## src/rtl/core/iba_pkg.sv

```systemverilog
`timescale 1ns / 1ps
`default_nettype none

package iba_pkg;

    localparam int BLOCK_W        = 7;
    localparam int STATUS_W       = 3;
    localparam int NUM_BLOCKS_DEF = 128;

    typedef enum logic [STATUS_W-1:0] {
        ST_PENDING   = 3'd0,
        ST_ALLOCATED = 3'd1,
        ST_IDX_BUSY  = 3'd2,
        ST_CONFLICT  = 3'd3,
        ST_NO_FILE   = 3'd4
    } t_status;

endpackage

`default_nettype wire

```

## src/rtl/core/iba_if.sv

```systemverilog
`timescale 1ns / 1ps
`default_nettype none

interface iba_in_if;
    import iba_pkg::*;

    logic               valid;
    logic               ready;
    logic               command;
    logic [BLOCK_W-1:0] block_number;
    logic               last_item;

    modport source (output valid, output command, output block_number, output last_item,
                    input ready);
    modport sink   (input valid, input command, input block_number, input last_item,
                    output ready);
endinterface

interface iba_out_if;
    import iba_pkg::*;

    logic               valid;
    logic               ready;
    t_status            status;
    logic [BLOCK_W-1:0] index_block;

    modport source (output valid, output status, output index_block, input ready);
    modport sink   (input valid, input status, input index_block, output ready);
endinterface

`default_nettype wire

```

## src/rtl/core/indexed_block_allocator.sv

```systemverilog
// Allocation bitmap for an indexed file store, one file at a time, all or nothing.
// Requests arrive on i_in (command, block_number, last_item); every request gives
// exactly one result transfer on o_out (status, index_block), in request order.
// After reset the block sweeps the bitmap clear, one block a cycle, and i_in is
// not ready until the sweep ends; no request is taken during the sweep.
// A request is looked up in the bitmap in the cycle after its transfer; its result
// then passes from S_LOOKUP (through S_WALK on a commit) to S_DONE, which writes
// it to the output register once that is free. A commit (the last item of an
// accepted file) marks the index block and then walks the pending list, one
// entry a cycle through the list memory, marking each listed block. The bitmap
// write port is shared by the sweep, the lookup and the walk.
// The block takes the next request while a result waits in the output register;
// if the receiver stalls, the next result waits in the sequencer and i_in stays
// low until the output register is free again.
`timescale 1ns / 1ps
`default_nettype none

module indexed_block_allocator #(
    parameter int NUM_BLOCKS = iba_pkg::NUM_BLOCKS_DEF
) (
    input  wire logic  i_clk,
    input  wire logic  i_rst_n,
    iba_in_if.sink     i_in,
    iba_out_if.source  o_out
);
    import iba_pkg::*;

    localparam int AW = (NUM_BLOCKS > 1) ? $clog2(NUM_BLOCKS) : 1;
    localparam int CW = $clog2(NUM_BLOCKS + 1);
    localparam int EW = (CW > BLOCK_W) ? CW : BLOCK_W;
    localparam logic [CW-1:0] FULL      = CW'(NUM_BLOCKS);
    localparam logic [AW-1:0] LAST_ADDR = AW'(NUM_BLOCKS - 1);
    localparam logic [EW-1:0] LIMIT     = EW'(NUM_BLOCKS);

    typedef enum logic [4:0] {
        S_CLEAR  = 5'b00001,
        S_IDLE   = 5'b00010,
        S_LOOKUP = 5'b00100,
        S_WALK   = 5'b01000,
        S_DONE   = 5'b10000
    } t_state;

    t_state             r_state, n_state;
    logic [AW-1:0]      r_clr, n_clr;
    logic               r_cmd, n_cmd;
    logic [BLOCK_W-1:0] r_blk, n_blk;
    logic               r_last, n_last;
    logic               r_map_rd;
    logic               r_file_open, n_file_open;
    logic               r_conflict, n_conflict;
    logic [CW-1:0]      r_count, n_count;
    logic [BLOCK_W-1:0] r_open_idx, n_open_idx;
    logic [CW-1:0]      r_walk, n_walk;
    logic [CW-1:0]      r_total, n_total;
    logic [BLOCK_W-1:0] r_pend_rd;
    logic               r_rd_vld, n_rd_vld;
    t_status            r_res_status, n_res_status;
    logic [BLOCK_W-1:0] r_res_idx, n_res_idx;
    logic               r_out_valid, n_out_valid;
    t_status            r_out_status, n_out_status;
    logic [BLOCK_W-1:0] r_out_idx, n_out_idx;

    logic               r_alloc_map [NUM_BLOCKS];
    logic [BLOCK_W-1:0] r_pending_list [NUM_BLOCKS];

    logic               in_xfer, out_xfer;
    logic [EW-1:0]      in_ext, blk_ext, open_ext, pend_ext;
    logic [AW-1:0]      in_addr, blk_addr, open_addr, pend_addr;
    logic               blk_ok;
    logic               map_we, map_wd;
    logic [AW-1:0]      map_wa;
    logic               pend_we, pend_re;
    logic               lk_conflict;
    logic [CW-1:0]      lk_count;

    assign in_xfer   = i_in.valid && i_in.ready;
    assign out_xfer  = o_out.valid && o_out.ready;
    assign in_ext    = EW'(i_in.block_number);
    assign in_addr   = in_ext[AW-1:0];
    assign blk_ext   = EW'(r_blk);
    assign blk_addr  = blk_ext[AW-1:0];
    assign blk_ok    = blk_ext < LIMIT;
    assign open_ext  = EW'(r_open_idx);
    assign open_addr = open_ext[AW-1:0];
    assign pend_ext  = EW'(r_pend_rd);
    assign pend_addr = pend_ext[AW-1:0];

    assign i_in.ready        = (r_state == S_IDLE);
    assign o_out.valid       = r_out_valid;
    assign o_out.status      = r_out_status;
    assign o_out.index_block = r_out_idx;

    always_comb begin
        n_state      = r_state;
        n_clr        = r_clr;
        n_cmd        = r_cmd;
        n_blk        = r_blk;
        n_last       = r_last;
        n_file_open  = r_file_open;
        n_conflict   = r_conflict;
        n_count      = r_count;
        n_open_idx   = r_open_idx;
        n_walk       = r_walk;
        n_total      = r_total;
        n_rd_vld     = r_rd_vld;
        n_res_status = r_res_status;
        n_res_idx    = r_res_idx;
        n_out_valid  = r_out_valid;
        n_out_status = r_out_status;
        n_out_idx    = r_out_idx;
        map_we       = 1'b0;
        map_wd       = 1'b1;
        map_wa       = '0;
        pend_we      = 1'b0;
        pend_re      = 1'b0;
        lk_conflict  = r_conflict;
        lk_count     = r_count;

        if (out_xfer) begin
            n_out_valid = 1'b0;
        end

        case (r_state)
            S_CLEAR: begin
                map_we = 1'b1;
                map_wd = 1'b0;
                map_wa = r_clr;
                n_clr  = r_clr + AW'(1);
                if (r_clr == LAST_ADDR) begin
                    n_state = S_IDLE;
                end
            end
            S_IDLE: begin
                if (in_xfer) begin
                    n_cmd   = i_in.command;
                    n_blk   = i_in.block_number;
                    n_last  = i_in.last_item;
                    n_state = S_LOOKUP;
                end
            end
            S_LOOKUP: begin
                n_state = S_DONE;
                if (!r_cmd) begin
                    // A start transfer drops any file that is still open.
                    n_file_open = 1'b0;
                    n_conflict  = 1'b0;
                    n_count     = '0;
                    n_res_idx   = r_blk;
                    if (!blk_ok || r_map_rd) begin
                        n_res_status = ST_IDX_BUSY;
                    end else begin
                        n_open_idx = r_blk;
                        if (r_last) begin
                            map_we       = 1'b1;
                            map_wa       = blk_addr;
                            n_total      = '0;
                            n_walk       = '0;
                            n_rd_vld     = 1'b0;
                            n_state      = S_WALK;
                            n_res_status = ST_ALLOCATED;
                        end else begin
                            n_file_open  = 1'b1;
                            n_res_status = ST_PENDING;
                        end
                    end
                end else if (!r_file_open) begin
                    n_res_status = ST_NO_FILE;
                    n_res_idx    = '0;
                end else begin
                    if (!blk_ok || r_count == FULL) begin
                        lk_conflict = 1'b1;
                    end else begin
                        pend_we  = 1'b1;
                        lk_count = r_count + CW'(1);
                        if (r_map_rd || r_blk == r_open_idx) begin
                            lk_conflict = 1'b1;
                        end
                    end
                    n_res_idx = r_open_idx;
                    if (!r_last) begin
                        n_conflict   = lk_conflict;
                        n_count      = lk_count;
                        n_res_status = ST_PENDING;
                    end else begin
                        n_file_open = 1'b0;
                        n_conflict  = 1'b0;
                        n_count     = '0;
                        if (lk_conflict) begin
                            n_res_status = ST_CONFLICT;
                        end else begin
                            map_we       = 1'b1;
                            map_wa       = open_addr;
                            n_total      = lk_count;
                            n_walk       = '0;
                            n_rd_vld     = 1'b0;
                            n_state      = S_WALK;
                            n_res_status = ST_ALLOCATED;
                        end
                    end
                end
            end
            S_WALK: begin
                if (r_rd_vld) begin
                    map_we = 1'b1;
                    map_wa = pend_addr;
                end
                if (r_walk != r_total) begin
                    pend_re  = 1'b1;
                    n_walk   = r_walk + CW'(1);
                    n_rd_vld = 1'b1;
                end else begin
                    n_rd_vld = 1'b0;
                    n_state  = S_DONE;
                end
            end
            S_DONE: begin
                if (!r_out_valid || o_out.ready) begin
                    n_out_valid  = 1'b1;
                    n_out_status = r_res_status;
                    n_out_idx    = r_res_idx;
                    n_state      = S_IDLE;
                end
            end
            default: begin
                n_state = S_IDLE;
            end
        endcase
    end

    always_ff @(posedge i_clk) begin
        if (map_we) begin
            r_alloc_map[map_wa] <= map_wd;
        end
        if (in_xfer) begin
            r_map_rd <= r_alloc_map[in_addr];
        end
        if (pend_we) begin
            r_pending_list[r_count[AW-1:0]] <= r_blk;
        end
        if (pend_re) begin
            r_pend_rd <= r_pending_list[r_walk[AW-1:0]];
        end
    end

    always_ff @(posedge i_clk) begin
        if (!i_rst_n) begin
            r_state     <= S_CLEAR;
            r_clr       <= '0;
            r_file_open <= 1'b0;
            r_conflict  <= 1'b0;
            r_count     <= '0;
            r_open_idx  <= '0;
            r_walk      <= '0;
            r_total     <= '0;
            r_rd_vld    <= 1'b0;
            r_out_valid <= 1'b0;
        end else begin
            r_state     <= n_state;
            r_clr       <= n_clr;
            r_file_open <= n_file_open;
            r_conflict  <= n_conflict;
            r_count     <= n_count;
            r_open_idx  <= n_open_idx;
            r_walk      <= n_walk;
            r_total     <= n_total;
            r_rd_vld    <= n_rd_vld;
            r_out_valid <= n_out_valid;
        end
        r_cmd        <= n_cmd;
        r_blk        <= n_blk;
        r_last       <= n_last;
        r_res_status <= n_res_status;
        r_res_idx    <= n_res_idx;
        r_out_status <= n_out_status;
        r_out_idx    <= n_out_idx;
    end

    a_lookup_follows: assert property (@(posedge i_clk) disable iff (!i_rst_n)
        in_xfer |=> r_state == S_LOOKUP)
        else $error("accepted transfer was not looked up in the next cycle");

    a_count_bound: assert property (@(posedge i_clk) disable iff (!i_rst_n)
        r_count <= FULL)
        else $error("pending count above the list depth");

    a_conflict_open: assert property (@(posedge i_clk) disable iff (!i_rst_n)
        r_conflict |-> r_file_open)
        else $error("conflict flag set with no open file");

    a_walk_bound: assert property (@(posedge i_clk) disable iff (!i_rst_n)
        r_state == S_WALK |-> r_walk <= r_total)
        else $error("commit walk ran past the pending list");

endmodule

`default_nettype wire

```

## src/flat_wrapper.sv

```systemverilog
// flat-port wrapper written by rule: the top's interface ports become plain ports
module indexed_block_allocator_flat import iba_pkg::*;
#(
    parameter int NUM_BLOCKS = iba_pkg::NUM_BLOCKS_DEF
)
  (i_clk, i_rst_n, i_in_valid, i_in_command, i_in_block_number, i_in_last_item, i_in_ready, o_out_valid, o_out_status, o_out_index_block, o_out_ready);
  iba_in_if i_in_i ();
  iba_out_if o_out_i ();
  input  wire logic i_clk;
  input  wire logic i_rst_n;
  input wire logic [$bits(i_in_i.valid)-1:0] i_in_valid;
  input wire logic [$bits(i_in_i.command)-1:0] i_in_command;
  input wire logic [$bits(i_in_i.block_number)-1:0] i_in_block_number;
  input wire logic [$bits(i_in_i.last_item)-1:0] i_in_last_item;
  output wire logic [$bits(i_in_i.ready)-1:0] i_in_ready;
  output wire logic [$bits(o_out_i.valid)-1:0] o_out_valid;
  output wire logic [$bits(o_out_i.status)-1:0] o_out_status;
  output wire logic [$bits(o_out_i.index_block)-1:0] o_out_index_block;
  input wire logic [$bits(o_out_i.ready)-1:0] o_out_ready;
  assign i_in_i.valid = i_in_valid;
  assign i_in_i.command = i_in_command;
  assign i_in_i.block_number = i_in_block_number;
  assign i_in_i.last_item = i_in_last_item;
  assign i_in_ready = i_in_i.ready;
  assign o_out_valid = o_out_i.valid;
  assign o_out_status = o_out_i.status;
  assign o_out_index_block = o_out_i.index_block;
  assign o_out_i.ready = o_out_ready;
  indexed_block_allocator #(.NUM_BLOCKS(NUM_BLOCKS)) u_core (.i_clk(i_clk), .i_rst_n(i_rst_n), .i_in(i_in_i), .o_out(o_out_i));
endmodule
```

## config.mk

```make
export PLATFORM = sky130hd
export DESIGN_NAME = indexed_block_allocator_flat
export DESIGN_NICKNAME = d
export VERILOG_FILES = /design/src/rtl/core/iba_pkg.sv /design/src/rtl/core/iba_if.sv /design/src/rtl/core/indexed_block_allocator.sv /design/src/flat_wrapper.sv
export SDC_FILE = /design/constraint.sdc
export NUM_CORES = 1
export LEC_CHECK = 0
export BUFFER_PORTS_ARGS = -buffer_cell sky130_fd_sc_hd__buf_2
export CAP_MARGIN = 20
export CORE_UTILIZATION = 50
export CTS_CLUSTER_SIZE = 10
export DETAILED_ROUTE_END_ITERATION = 7
export GPL_ROUTABILITY_DRIVEN = 0
export PLACE_DENSITY_LB_ADDON = 0.08
export SLEW_MARGIN = 30
export SYNTH_ARGS = -nofsm -noshare
export SYNTH_HDL_FRONTEND = slang
export SYNTH_SLANG_ARGS = --single-unit
```

## constraint.sdc

```tcl
create_clock -name i_clk -period 5.2 [get_ports i_clk]
set_input_delay 0.52 -clock i_clk [delete_from_list [all_inputs] [get_ports i_clk]]
set_output_delay 0.52 -clock i_clk [all_outputs]
set_load 0.03 [all_outputs]
```

* Word level (Yosys, flattened, before mapping)
Memories as Yosys holds them, arrays and structs flattened. A register that Yosys moved wholly into a read port is not among the register bits. Cells that the tools add are included.
Storage, ports and cells: word-level logic and storage cells 147, RAM bits 1024, memories kept 2, bits of input ports 13, output and inout bits 12, flip-flop bits (word level) 76
Memories:
- u_core.r_pending_list | words 128, width 7, rd ports 1, clocked after memory_dff 1, wr ports 1, line indexed_block_allocator.sv:64 | logic [BLOCK_W-1:0] r_pending_list [NUM_BLOCKS];
- u_core.r_alloc_map | words 128, width 1, rd ports 1, clocked after memory_dff 1, wr ports 1, line indexed_block_allocator.sv:63 | logic r_alloc_map [NUM_BLOCKS];
Cells by class: mux-type cells 84, add/sub/neg operators 3, magnitude comparators 1, reduce and logical (&&, ||, !) cells 17, bitwise logic cells 2, equal/unequal tests 21
Operator list (number):
- 2-to-1 mux 8 bit | 15
- 2-to-1 mux 7 bit | 9
- 2-to-1 mux 5 bit | 10
- 2-to-1 mux 1 bit | 40
- one-hot mux 5 bit (5 select lines) | 1
- one-hot mux 7 bit (3 select lines) | 1
- adder 8 x 1 -> 8 bit, second input constant | 2
- one-hot mux 8 bit (2 select lines) | 1
- 2-to-1 mux 3 bit | 4
- inequality test 2 x 1 -> 1 bit, second input constant | 5
- AND reduction 5 bit | 2
- equality test 8 bit, second input constant | 1
- < comparator 7 x 8 -> 1 bit, second input constant | 1
- inequality test 2 bit, second input constant | 4
- inequality test 8 bit | 1
- adder 7 x 1 -> 7 bit, second input constant | 1
- equality test 7 bit | 1
- equality test 7 bit, second input constant | 1
- inequality test 3 bit, second input constant | 2
- AND reduction 2 bit | 3
- AND reduction 6 bit | 1
- equality test 5 x 1 -> 1 bit, second input constant | 1
- equality test 5 x 2 -> 1 bit, second input constant | 1
- equality test 5 x 3 -> 1 bit, second input constant | 1
- 13 further kinds | 19

* Depth between registers and ports, before layout
Gate-level depths: netlist (run 1).
word-level depth 14, gate-level depth with buffers 13

* Worst setup path before layout (run 1)
No wires, ideal clock.
path kind reg-to-reg, start register u_core.r_blk[6] (netlist: u_core.blk_addr[6]), end memory u_core.r_alloc_map[80], enable pin, library setup time 300 ps, data arrival time 3422 ps, setup slack 1478 ps, data required time 4900 ps, cell stages (with the launch flop) 9, path through edfxtp_1 > xnor2_1 > nand4_1 > o2111a_2 > a21o_1 > buf_6 > a211o_1 > buf_2 > nor2_1
Between the ends: longest elaborated chain between the ends 14, elaborated cells between the ends (all ways) 26, classes of those cells order compare: 1; eq/ne: 1; mux: 20; reduce/logical: 4
Ends and longest elaborated chain:
- from (decl) | line indexed_block_allocator.sv:46 | logic [BLOCK_W-1:0] r_blk, n_blk;
- from (signal assigned) | line indexed_block_allocator.sv:270 | r_blk <= n_blk;
- < comparator 7 x 8 -> 1 bit / equality test 7 bit (equally long branches) | line indexed_block_allocator.sv:82, indexed_block_allocator.sv:175
- zero test 1 bit / logical OR 1 bit (equally long branches) | line indexed_block_allocator.sv:149, indexed_block_allocator.sv:170, indexed_block_allocator.sv:175
- logical OR 1 bit / 2-to-1 mux 1 bit (equally long branches) | line indexed_block_allocator.sv:170, indexed_block_allocator.sv:175
- 2-to-1 mux 1 bit | line indexed_block_allocator.sv:170 | if (!blk_ok || r_count == FULL) begin
- 2-to-1 mux 1 bit | line indexed_block_allocator.sv:166 | end else if (!r_file_open) begin
- 2-to-1 mux 1 bit | line indexed_block_allocator.sv:143 | if (!r_cmd) begin
- 2-to-1 mux 1 bit | line indexed_block_allocator.sv:123 | case (r_state)
- 2-to-1 mux 1 bit | line indexed_block_allocator.sv:188 | if (lk_conflict) begin
- 2-to-1 mux 1 bit | line indexed_block_allocator.sv:180 | if (!r_last) begin
- 2-to-1 mux 1 bit | line indexed_block_allocator.sv:166
- 2-to-1 mux 1 bit | line indexed_block_allocator.sv:143
- one-hot mux 1 bit (3 select lines) | line indexed_block_allocator.sv:123
- 2-to-1 mux 1 bit | line indexed_block_allocator.sv:231 | if (map_we) begin
- 2-to-1 mux 1 bit (implied by the code) | line indexed_block_allocator.sv:232 | r_alloc_map[map_wa] <= map_wd;
- to (decl) | line indexed_block_allocator.sv:63
Several ways; a longest one is shown, not always the timed one. The select of a mux whose other input is x is not followed.

* Worst setup path after layout (run 1)
start register u_core.r_count[5], end memory u_core.r_pending_list[116][0], enable pin
Between the ends: longest elaborated chain between the ends 8
Ends and longest elaborated chain:
- from (decl) | line indexed_block_allocator.sv:51 | logic [CW-1:0] r_count, n_count;
- from (signal assigned) | line indexed_block_allocator.sv:262 | r_count <= n_count;
- equality test 8 bit | line indexed_block_allocator.sv:170
- logical OR 1 bit | line indexed_block_allocator.sv:170
- 2-to-1 mux 1 bit | line indexed_block_allocator.sv:170
- 2-to-1 mux 1 bit | line indexed_block_allocator.sv:166
- 2-to-1 mux 1 bit | line indexed_block_allocator.sv:143
- 2-to-1 mux 1 bit | line indexed_block_allocator.sv:123
- 2-to-1 mux 1 bit | line indexed_block_allocator.sv:237 | if (pend_we) begin
- 2-to-1 mux 1 bit (implied by the code) | line indexed_block_allocator.sv:238 | r_pending_list[r_count[AW-1:0]] <= r_blk;
- to (decl) | line indexed_block_allocator.sv:64
Several ways; a longest one is shown, not always the timed one.

==> results.txt, run 1 <==
- Cells with a size suffix above 1 make up 18.7% of the layout.
- The detail route stage leaves a number of antenna-violating nets equal to 0.
- Setup slack on the critical path of the routed design comes to 1210 ps.
* Layout Area Growth over Synthesis: 12.0%
- Detail Placement HPWL: 72900 um
- For this run the aggregate overflow at the end of global routing stands at 0.
* Distinct cells, synth: 66
- For the pin with the worst max-slew slack, the measured transition is 1040 ps.
- Post-CTS Hold Buffers: 2
- Data arrival time of the critical path: 4340 ps
- The first global-routing pass estimated 170000 um of wire.
* Hold_sp: i_rst_n
* Critical Path Start Type: flip-flop
- TritonCTS built the clock tree.
- For the finished layout, the period the worst path requires is 3990 ps.
- Hold crit path type: in -> reg
* Clock Pin Slew Worst Setup and Hold Paths: 60 ps
* Average wire per cell in the routed design: 30.9 um
- Number of antenna cells inserted: 0
* Total of warnings raised by yosys: 0
- Maximum level of the CTS H-tree: 4
* Synthesis-stage register bit count: 1108
- Number of input and output port buffers inserted: 24
- Max-Slew Margin vs Limit: 30.6%
- Chip height: 300 um
- In this run the core area contains 108 standard-cell rows.
- Net Sw Frac: 21.9%
- The clock net in this run drives a total of 1108 sinks.
- Yosys mapped a number of flops with a built-in enable equal to 1061.
- The via count of the first global-routing pass was 23800.
* Post-route clock period utilization: 76.7%
- Total Routing Usage GR: 26.6%
- Number of resized instances in the post-cts repair step: 0
* Max-cap viol count: 0
* Reg2Reg Launch Point: u_core.r_count[5]
- Crit-path slowest cell: sky130_fd_sc_hd__nand2_2
- The biggest area contributor in the post-synthesis netlist is sky130_fd_sc_hd__edfxtp_1.
- Prior to clock tree synthesis, the placed netlist has a worst setup slack of 1280 ps.
- Post-Synthesis Net Count: 2501
- Of the total power, combinational logic draws 4.6%.
- The run finished with clean final reports.
* Area fraction of the dominant cell type after synthesis: 71.9%
- Static leakage: 15.2 nW
- Synthesized instance count: 2484
* Clk pwr share: 42.5%
- Setup repair after global routing left no endpoint under its margin.
* Vias per std cell: 6.29
- DRT Wirelength: 117000 um
* Fill cell total of the finished layout: 6614
- The detailed router finished its first iteration with 2609 violations.
- CTS Buffer Depth: 3
- Final hold slack: 54.8 ps
* Required time reported for the critical path endpoint: 5550 ps
- Register-to-register setup slack: 1210 ps
* Final standard cell utilization of the core: 56.8%
- Layout Skew: 23.6 ps
- Biggest area contributors in the synthesized netlist: sky130_fd_sc_hd__edfxtp_1 (72%), sky130_fd_sc_hd__mux4_2 (12%), sky130_fd_sc_hd__nor2_1 (2.9%), sky130_fd_sc_hd__dfxtp_1 (2.1%), sky130_fd_sc_hd__mux2i_1 (2.1%)
- Sequential cells burn 52.9% of the power.
- STA classifies the critical path endpoint as a flip-flop.
- Maximum achievable frequency: 251 MHz
* Initial core utilization: 50.7%
* First element of the critical path: u_core.r_count[5]
- Measured along the x axis, the die boundary spans 300 um.
- Pin count of the biggest net entering global routing: 132
- In the synthesized netlist the dominant register cell turns out to be sky130_fd_sc_hd__edfxtp_1.
- The worst setup path is of the reg -> reg kind.
- Detailed-routing iteration count for the pre-antenna-repair pass: 6
- Die area: 89800 um2
* CTS root buffer: sky130_fd_sc_hd__clkbuf_16
- Vias after detailed routing: 23700
* Clock Latency Late Sink: 740 ps
* Switching power total: 0.00419 W
- CP Cell Sequence: or4_1, nor3_1, nor4_1, nand2_2, nor2_1
- For this run, the slowest stage of the critical path takes 830 ps.
- Setup total negative slack on the finished layout was measured at 0 ps.
* Worst VDD drop: 0.803 mV
- The final-report hold violation count was 0.
- In this run the cell area of the synthesized design comes to 44300 um2.
- CORE AREA: 87300 um2
- Critical path peak fanout: 16
* FFs w/ async S/R, synth: 0%
- Max-slew violation count: 0
* Internal power component: 0.0149 W
- Setup violations remaining at the end of the flow were counted as 0.
- Post CTS Setup Buffer Count: 0
* Top Ports: 25
- Number of remaining DRC errors: 0
* Number of antenna violations at the first check in global routing: 1
- In this run the power density over the cells is 385 nW/um2.
- Number of buffers created by CTS: 131
- Summing the sequential cell areas from Yosys gives 74.1% of the chip area.
- Average size of a mapped cell: 17.8 um2
* Layout net count: 2590
## final cells by class
cell class	count	area, um2	area share, %
Sequential cell	1108	32800	66.1
Multi-Input combinational cell	1221	10800	21.8
Clock buffer	157	3440	6.93
Tap cell	1155	1450	2.91
Timing Repair Buffer	85	722	1.46
Clock inverter	21	265	0.535
Inverter	26	97.6	0.197
## flip-flops by register name, indices dropped and copies added, names as in the netlist, 5 cells and up
register and cells:
u_core.r_alloc_map 128, u_core.r_state 5, u_core.o_out.index_block 7, u_core.pend_addr 7, u_core.r_pending_list 896, u_core.r_res_idx 7
u_core.r_walk 8, u_core.open_addr 7, u_core.r_clr 7, u_core.r_count 8, u_core.blk_addr 7, u_core.r_total 8
## routing by layer
layer	vias to the layer above	GRT usage, %	wire (um)
li1	10000	-	-
met2	1090	41.3	55300
met3	185	5.35	9370
met1	12400	38.3	48900
met4	0	8.25	3000
met5	-	0	0
## cells by family (layout without fill, tap and decap cells)
kind of cell | after synthesis | after routing | share of synthesized area, %
mux | 328 | 328 | 14.0
flops | 1108 | 1108 | 74.1
buf+inv | 155 | 289 | 1.50
compound gates | 223 | 223 | 3.37
simple gates | 632 | 632 | 6.25
xor+xnor | 34 | 34 | 0.672
fa+ha+maj | 4 | 4 | 0.113
## critical path: cells and delay by family (launching register included)
kind             cells  cell delay, ps
DFF                  1             560
and+or+nand+nor      5            3040
## final timing paths
| kind | to | cells past startpoint |
|---|---|---|
| worst max register to register | u_core.r_pending_list[116][0] | 5 |
| worst min register to register | u_core.o_out.index_block[1] | 0 |
| worst min-delay path | u_core.r_state[0] | 2 |
| worst max-delay path | u_core.r_pending_list[116][0] | 5 |
## cells in the mapped netlist (all sizes together), types with 3 or more instances
cell and n:
buf 74, dfxtp 47, o21ai 26, o221ai 5, inv 25, nand2 119
a21oi 63, xnor2 22, edfxtp 1061, nand3b 8, and2 12, nor3 27
nand4 6, a221o 7, nor4 11, ha 4, mux4 234, nor2b 19
a2111oi 3, or4 3, a221oi 6, mux2i 92, a31oi 5, clkbuf 55
a211oi 9, xor2 12, nor2 337, a311oi 3, and2b 4, nand2b 13
and3 11, a21o 3, a22o 8, nand3 48, or3 5, a22oi 46
o22ai 21
## power groups by stage
stage / sequential (W) / combinational [W] / clock (W)
after detailed placement: 0.0103 / 0.000878 / 0
final: 0.0101 / 0.000878 / 0.00812
after global routing: 0.0101 / 0.000963 / 0.00857
after CTS: 0.0101 / 0.000881 / 0.00823
after global placement: 0.0103 / 0.000853 / 0
after floorplan: 0.0104 / 0.000505 / 0
## cell usage in the layout (no fill, tap or decap), types with 9 or more instances in the layout
cell / count
sky130_fd_sc_hd__buf_2: 23
sky130_fd_sc_hd__nand2_1: 115
sky130_fd_sc_hd__clkbuf_1: 22
sky130_fd_sc_hd__nand2b_1: 12
sky130_fd_sc_hd__o21ai_0: 26
sky130_fd_sc_hd__nand3_1: 48
sky130_fd_sc_hd__nor3_1: 26
sky130_fd_sc_hd__buf_4: 49
sky130_fd_sc_hd__clkbuf_16: 133
sky130_fd_sc_hd__a22oi_1: 46
sky130_fd_sc_hd__mux4_2: 234
sky130_fd_sc_hd__and2_1: 11
sky130_fd_sc_hd__o22ai_1: 21
sky130_fd_sc_hd__xor2_1: 12
sky130_fd_sc_hd__buf_12: 9
sky130_fd_sc_hd__edfxtp_1: 1061
sky130_fd_sc_hd__a211oi_1: 9
sky130_fd_sc_hd__and3_1: 11
sky130_fd_sc_hd__xnor2_1: 22
sky130_fd_sc_hd__a21oi_1: 62
sky130_fd_sc_hd__inv_1: 22
sky130_fd_sc_hd__dfxtp_1: 44
sky130_fd_sc_hd__nor2_1: 336
sky130_fd_sc_hd__nor2b_1: 17
sky130_fd_sc_hd__nor4_1: 11
sky130_fd_sc_hd__mux2i_1: 92
## per-stage QoR
stage                     total power, W  cell area [um2]  instances
after floorplan                   0.0109            44300       2484
after global placement            0.0112            45900       3592
after detailed placement          0.0112            45900       3592
after CTS                         0.0192            49600       3772
after global routing              0.0196            49600       3773
final                             0.0191            49600       3773
No activity file was read; power rests on OpenSTA's default activity.
==> inputs of run 2 (changes only) <==
==> constraint.sdc (replaced) <==
create_clock -name i_clk -period 3.83 [get_ports i_clk]
set_input_delay 0.383 -clock i_clk [delete_from_list [all_inputs] [get_ports i_clk]]
set_output_delay 0.383 -clock i_clk [all_outputs]
set_load 0.03 [all_outputs]
==> results.txt, run 2 (synthesized netlist as in run 1, its figures left out) <==
* Status: finished clean
- The count of buffers added by post-CTS timing repair for setup is 0 (unchanged).
- Clock tree synthesis selected as its root buffer the cell sky130_fd_sc_hd__clkbuf_16.
* Critical Path Start Type: flip-flop
- Layout Skew: 18.5 ps (-5.07 ps)
- The number of search-and-repair iterations in the first detailed-routing pass is 7 (+1).
- The summed negative setup slack over all endpoints is 0 ps (unchanged).
* Fill cell total of the finished layout: 6686 (+1.1%)
- Die area: 89800 um2 (unchanged)
- The worst hold margin was 385 ps (+331 ps).
- TritonCTS built the clock tree.
* Top Ports: 25 (unchanged)
- The slew at the pin closest to its max-slew limit is 1000 ps (-34.1 ps).
- The worst hold path belongs to the class in -> reg.
- The post-route core utilization came to 57.3% (+0.50 points).
* Crit-path most repeated cell: sky130_fd_sc_hd__buf_4
- The library cell used most frequently in the layout, excluding fill and tap cells, is sky130_fd_sc_hd__edfxtp_1.
- Wire length of the first global-routing pass: 167000 um (-1.7%)
* Number of input and output port buffers inserted: 24 (unchanged)
* CTS Buffer Depth: 3 (unchanged)
- The via count of the routed design was 23800 (+0.26%).
- The vertical extent of the die was 300 um (unchanged).
- The worst setup path is captured at a flip-flop.
* Number of antenna violations at the first check in global routing: 1 (unchanged)
- The total wirelength of the detailed-routed design is 113000 um (-2.8%).
- Average wire per cell in the routed design: 29.5 um (-4.5%)
* Clock Pin Slew Worst Setup and Hold Paths: 50 ps (about the same)
* Die boundary width: 300 um (unchanged)
- The clock share of power was 42.3% (-0.2 points).
- The endpoint required time on the critical path was 4270 ps (-1280 ps).
* CORE AREA: 87300 um2 (unchanged)
- The number of diodes is 0 (unchanged).
- Clock Latency Late Sink: 720 ps (-20 ps)
* Internal power component: 0.0204 W (+37%)
* Max-cap viol count: 0 (unchanged)
* Top library cells by usage in the layout, fill and taps aside: sky130_fd_sc_hd__edfxtp_1 (1061), sky130_fd_sc_hd__nor2_1 (337), sky130_fd_sc_hd__mux4_2 (234), sky130_fd_sc_hd__clkbuf_16 (139), sky130_fd_sc_hd__nand2_1 (119)
- Pin count of the biggest net entering global routing: 130 (-1.5%)
- Number of buffers created by CTS: 130 (-0.76%)
- Crit-path slowest cell: sky130_fd_sc_hd__a2111oi_0
* CP Cell Sequence: buf_4, clkinv_1, buf_4, mux4_2, a2111oi_0, buf_4, a21oi_1
- Number of remaining DRC errors: 0 (unchanged)
- Net Sw Frac: 21.1% (-0.81 points)
* Max-slew violation count: 0 (unchanged)
- Std cell rows: 108 (unchanged)
- The time the final worst path needs with I/O delays and setup came to 3550 ps (-441 ps).
- Total setup violations reported at the end of the flow: 0 (unchanged)
* Maximum level of the CTS H-tree: 4 (unchanged)
- The maximum clock frequency is 282 MHz (+12%).
- The net total in the final layout came to 2655 (+2.5%).
- Vias per std cell: 6.19 (-1.5%)
* Endpoints failing hold: 0 (unchanged)
- Post-CTS Hold Buffers: 10 (+8)
- The flip-flop count of the largest register after layout was 896 (unchanged).
- Max-Slew Margin vs Limit: 33.1% (+2.5 points)
- Data arrival time of the critical path: 3980 ps (-360 ps)
- Worst VDD drop: 0.564 mV (-30%)
- Power per Cell Area: 518 nW/um2 (+34%)
* Total Routing Usage GR: 25.9% (-0.71 points)
* Fraction of power consumed by combinational cells: 4.7% (about the same)
- The detailed placer's ending HPWL came to 72800 um (-0.13%).
- Switching power total: 0.00546 W (+30%)
- The number of sinks driven by the clock tree came to 1108 (unchanged).
* Unrepaired setup endpoints after global routing: no
- Number of resized instances in the post-cts repair step: 0 (unchanged)
* Critical path peak fanout: 19 (+3)
- Register area: 32800 um2 (unchanged)
* Vias in the first global route: 24200 (+1.7%)
* Iter 0 DRT Violations: 2452 (-6.0%)
- Layout Area Growth over Synthesis: 13.0%
- Stage delay of the slowest cell on the critical path: 800 ps (-30 ps)
- Critical setup path kind: reg -> reg
- Post-route clock period utilization: 92.6% (+16 points)
- The sequential cell fraction of total power is 53.0% (about the same).
- The global route total overflow was 0 (unchanged).
- The effective utilization at floorplan is 50.7% (unchanged).
- Static leakage: 15.5 nW (+1.9%)
* Residual antenna-violating net count after detailed routing: 0 (unchanged)
- Fraction of layout cells with a size suffix above 1: 19.9% (+1.2 points)
* Area of the multi-input gates: 10800 um2 (-0.12%)
## run 2: cell count changes in the layout (fill, tap and decap cells not counted), moves of 2 or more
cell / previous run / this run
sky130_fd_sc_hd__clkinv_8: 7 / 0
sky130_fd_sc_hd__inv_16: 4 / 0
sky130_fd_sc_hd__clkbuf_16: 133 / 139
sky130_fd_sc_hd__buf_4: 49 / 106
sky130_fd_sc_hd__clkinv_2: 2 / 0
sky130_fd_sc_hd__dlygate4sd3_1: 2 / 10
sky130_fd_sc_hd__clkbuf_8: 2 / 0
sky130_fd_sc_hd__nand2_2: 4 / 0
sky130_fd_sc_hd__clkinv_1: 7 / 3
sky130_fd_sc_hd__nand2_1: 115 / 119
sky130_fd_sc_hd__clkbuf_1: 22 / 37
sky130_fd_sc_hd__inv_6: 1 / 3
## run 2: through the flow
step / instances / area (um2) / worst slack (ps) / total power [W]
floorplan: 2484 / 44300 / 108 / 0.0148
global placement: 3650 / 46300 / 346 / 0.0151
detailed placement: 3651 / 46300 / 348 / 0.0152
CTS: 3842 / 50100 / 326 / 0.0261
global route: 3842 / 50100 / 296 / 0.0266
finish: 3842 / 50100 / 284 / 0.0259
## run 2: layout make-up
cell class	instances	area share (%)
inverter	26	0.195
clock inverter	5	0.0675
tap	1155	2.89
sequential	1108	65.5
timing repair buffer	151	2.45
multi-input combinational	1221	21.6
clock buffer	176	7.23
## run 2: per-layer routing
layer  vias to the layer above  global-route usage, %  part of all wire (%)
met5                         -                      0                 0.011
met3                       182                   4.44                   6.4
met2                       903                   41.0                    48
li1                      10100                      -                     -
met4                         2                   7.75                   2.4
met1                     12600                   37.2                    43
## run 2: final timing paths
check | to | startpoint | cells after the start | slack, ps
worst max-delay path | u_core.pend_addr[3] | u_core.r_walk[3] | 7 | 280
worst min-delay path | u_core.r_cmd | i_in_command | 2 | 390
worst max register to register | u_core.pend_addr[3] | u_core.r_walk[3] | 7 | 280
worst min register to register | u_core.o_out.status[2] | u_core.r_res_status[2] | 0 | 420
## run 2: critical path, delay by kind of cell, from the launching register on
family          cells  cell delay, ps
compound gates      2             910
mux                 1             540
flops               1             680
buf+inv             4            1120
## run 2: power groups by stage
stage | logic (W) | registers, W | clock network [W]
after floorplan | 0.000685 | 0.0141 | 0
after global placement | 0.00113 | 0.0140 | 0
after detailed placement | 0.00119 | 0.0140 | 0
after CTS | 0.00120 | 0.0137 | 0.0111
after global routing | 0.00131 | 0.0137 | 0.0116
final | 0.00121 | 0.0137 | 0.0110
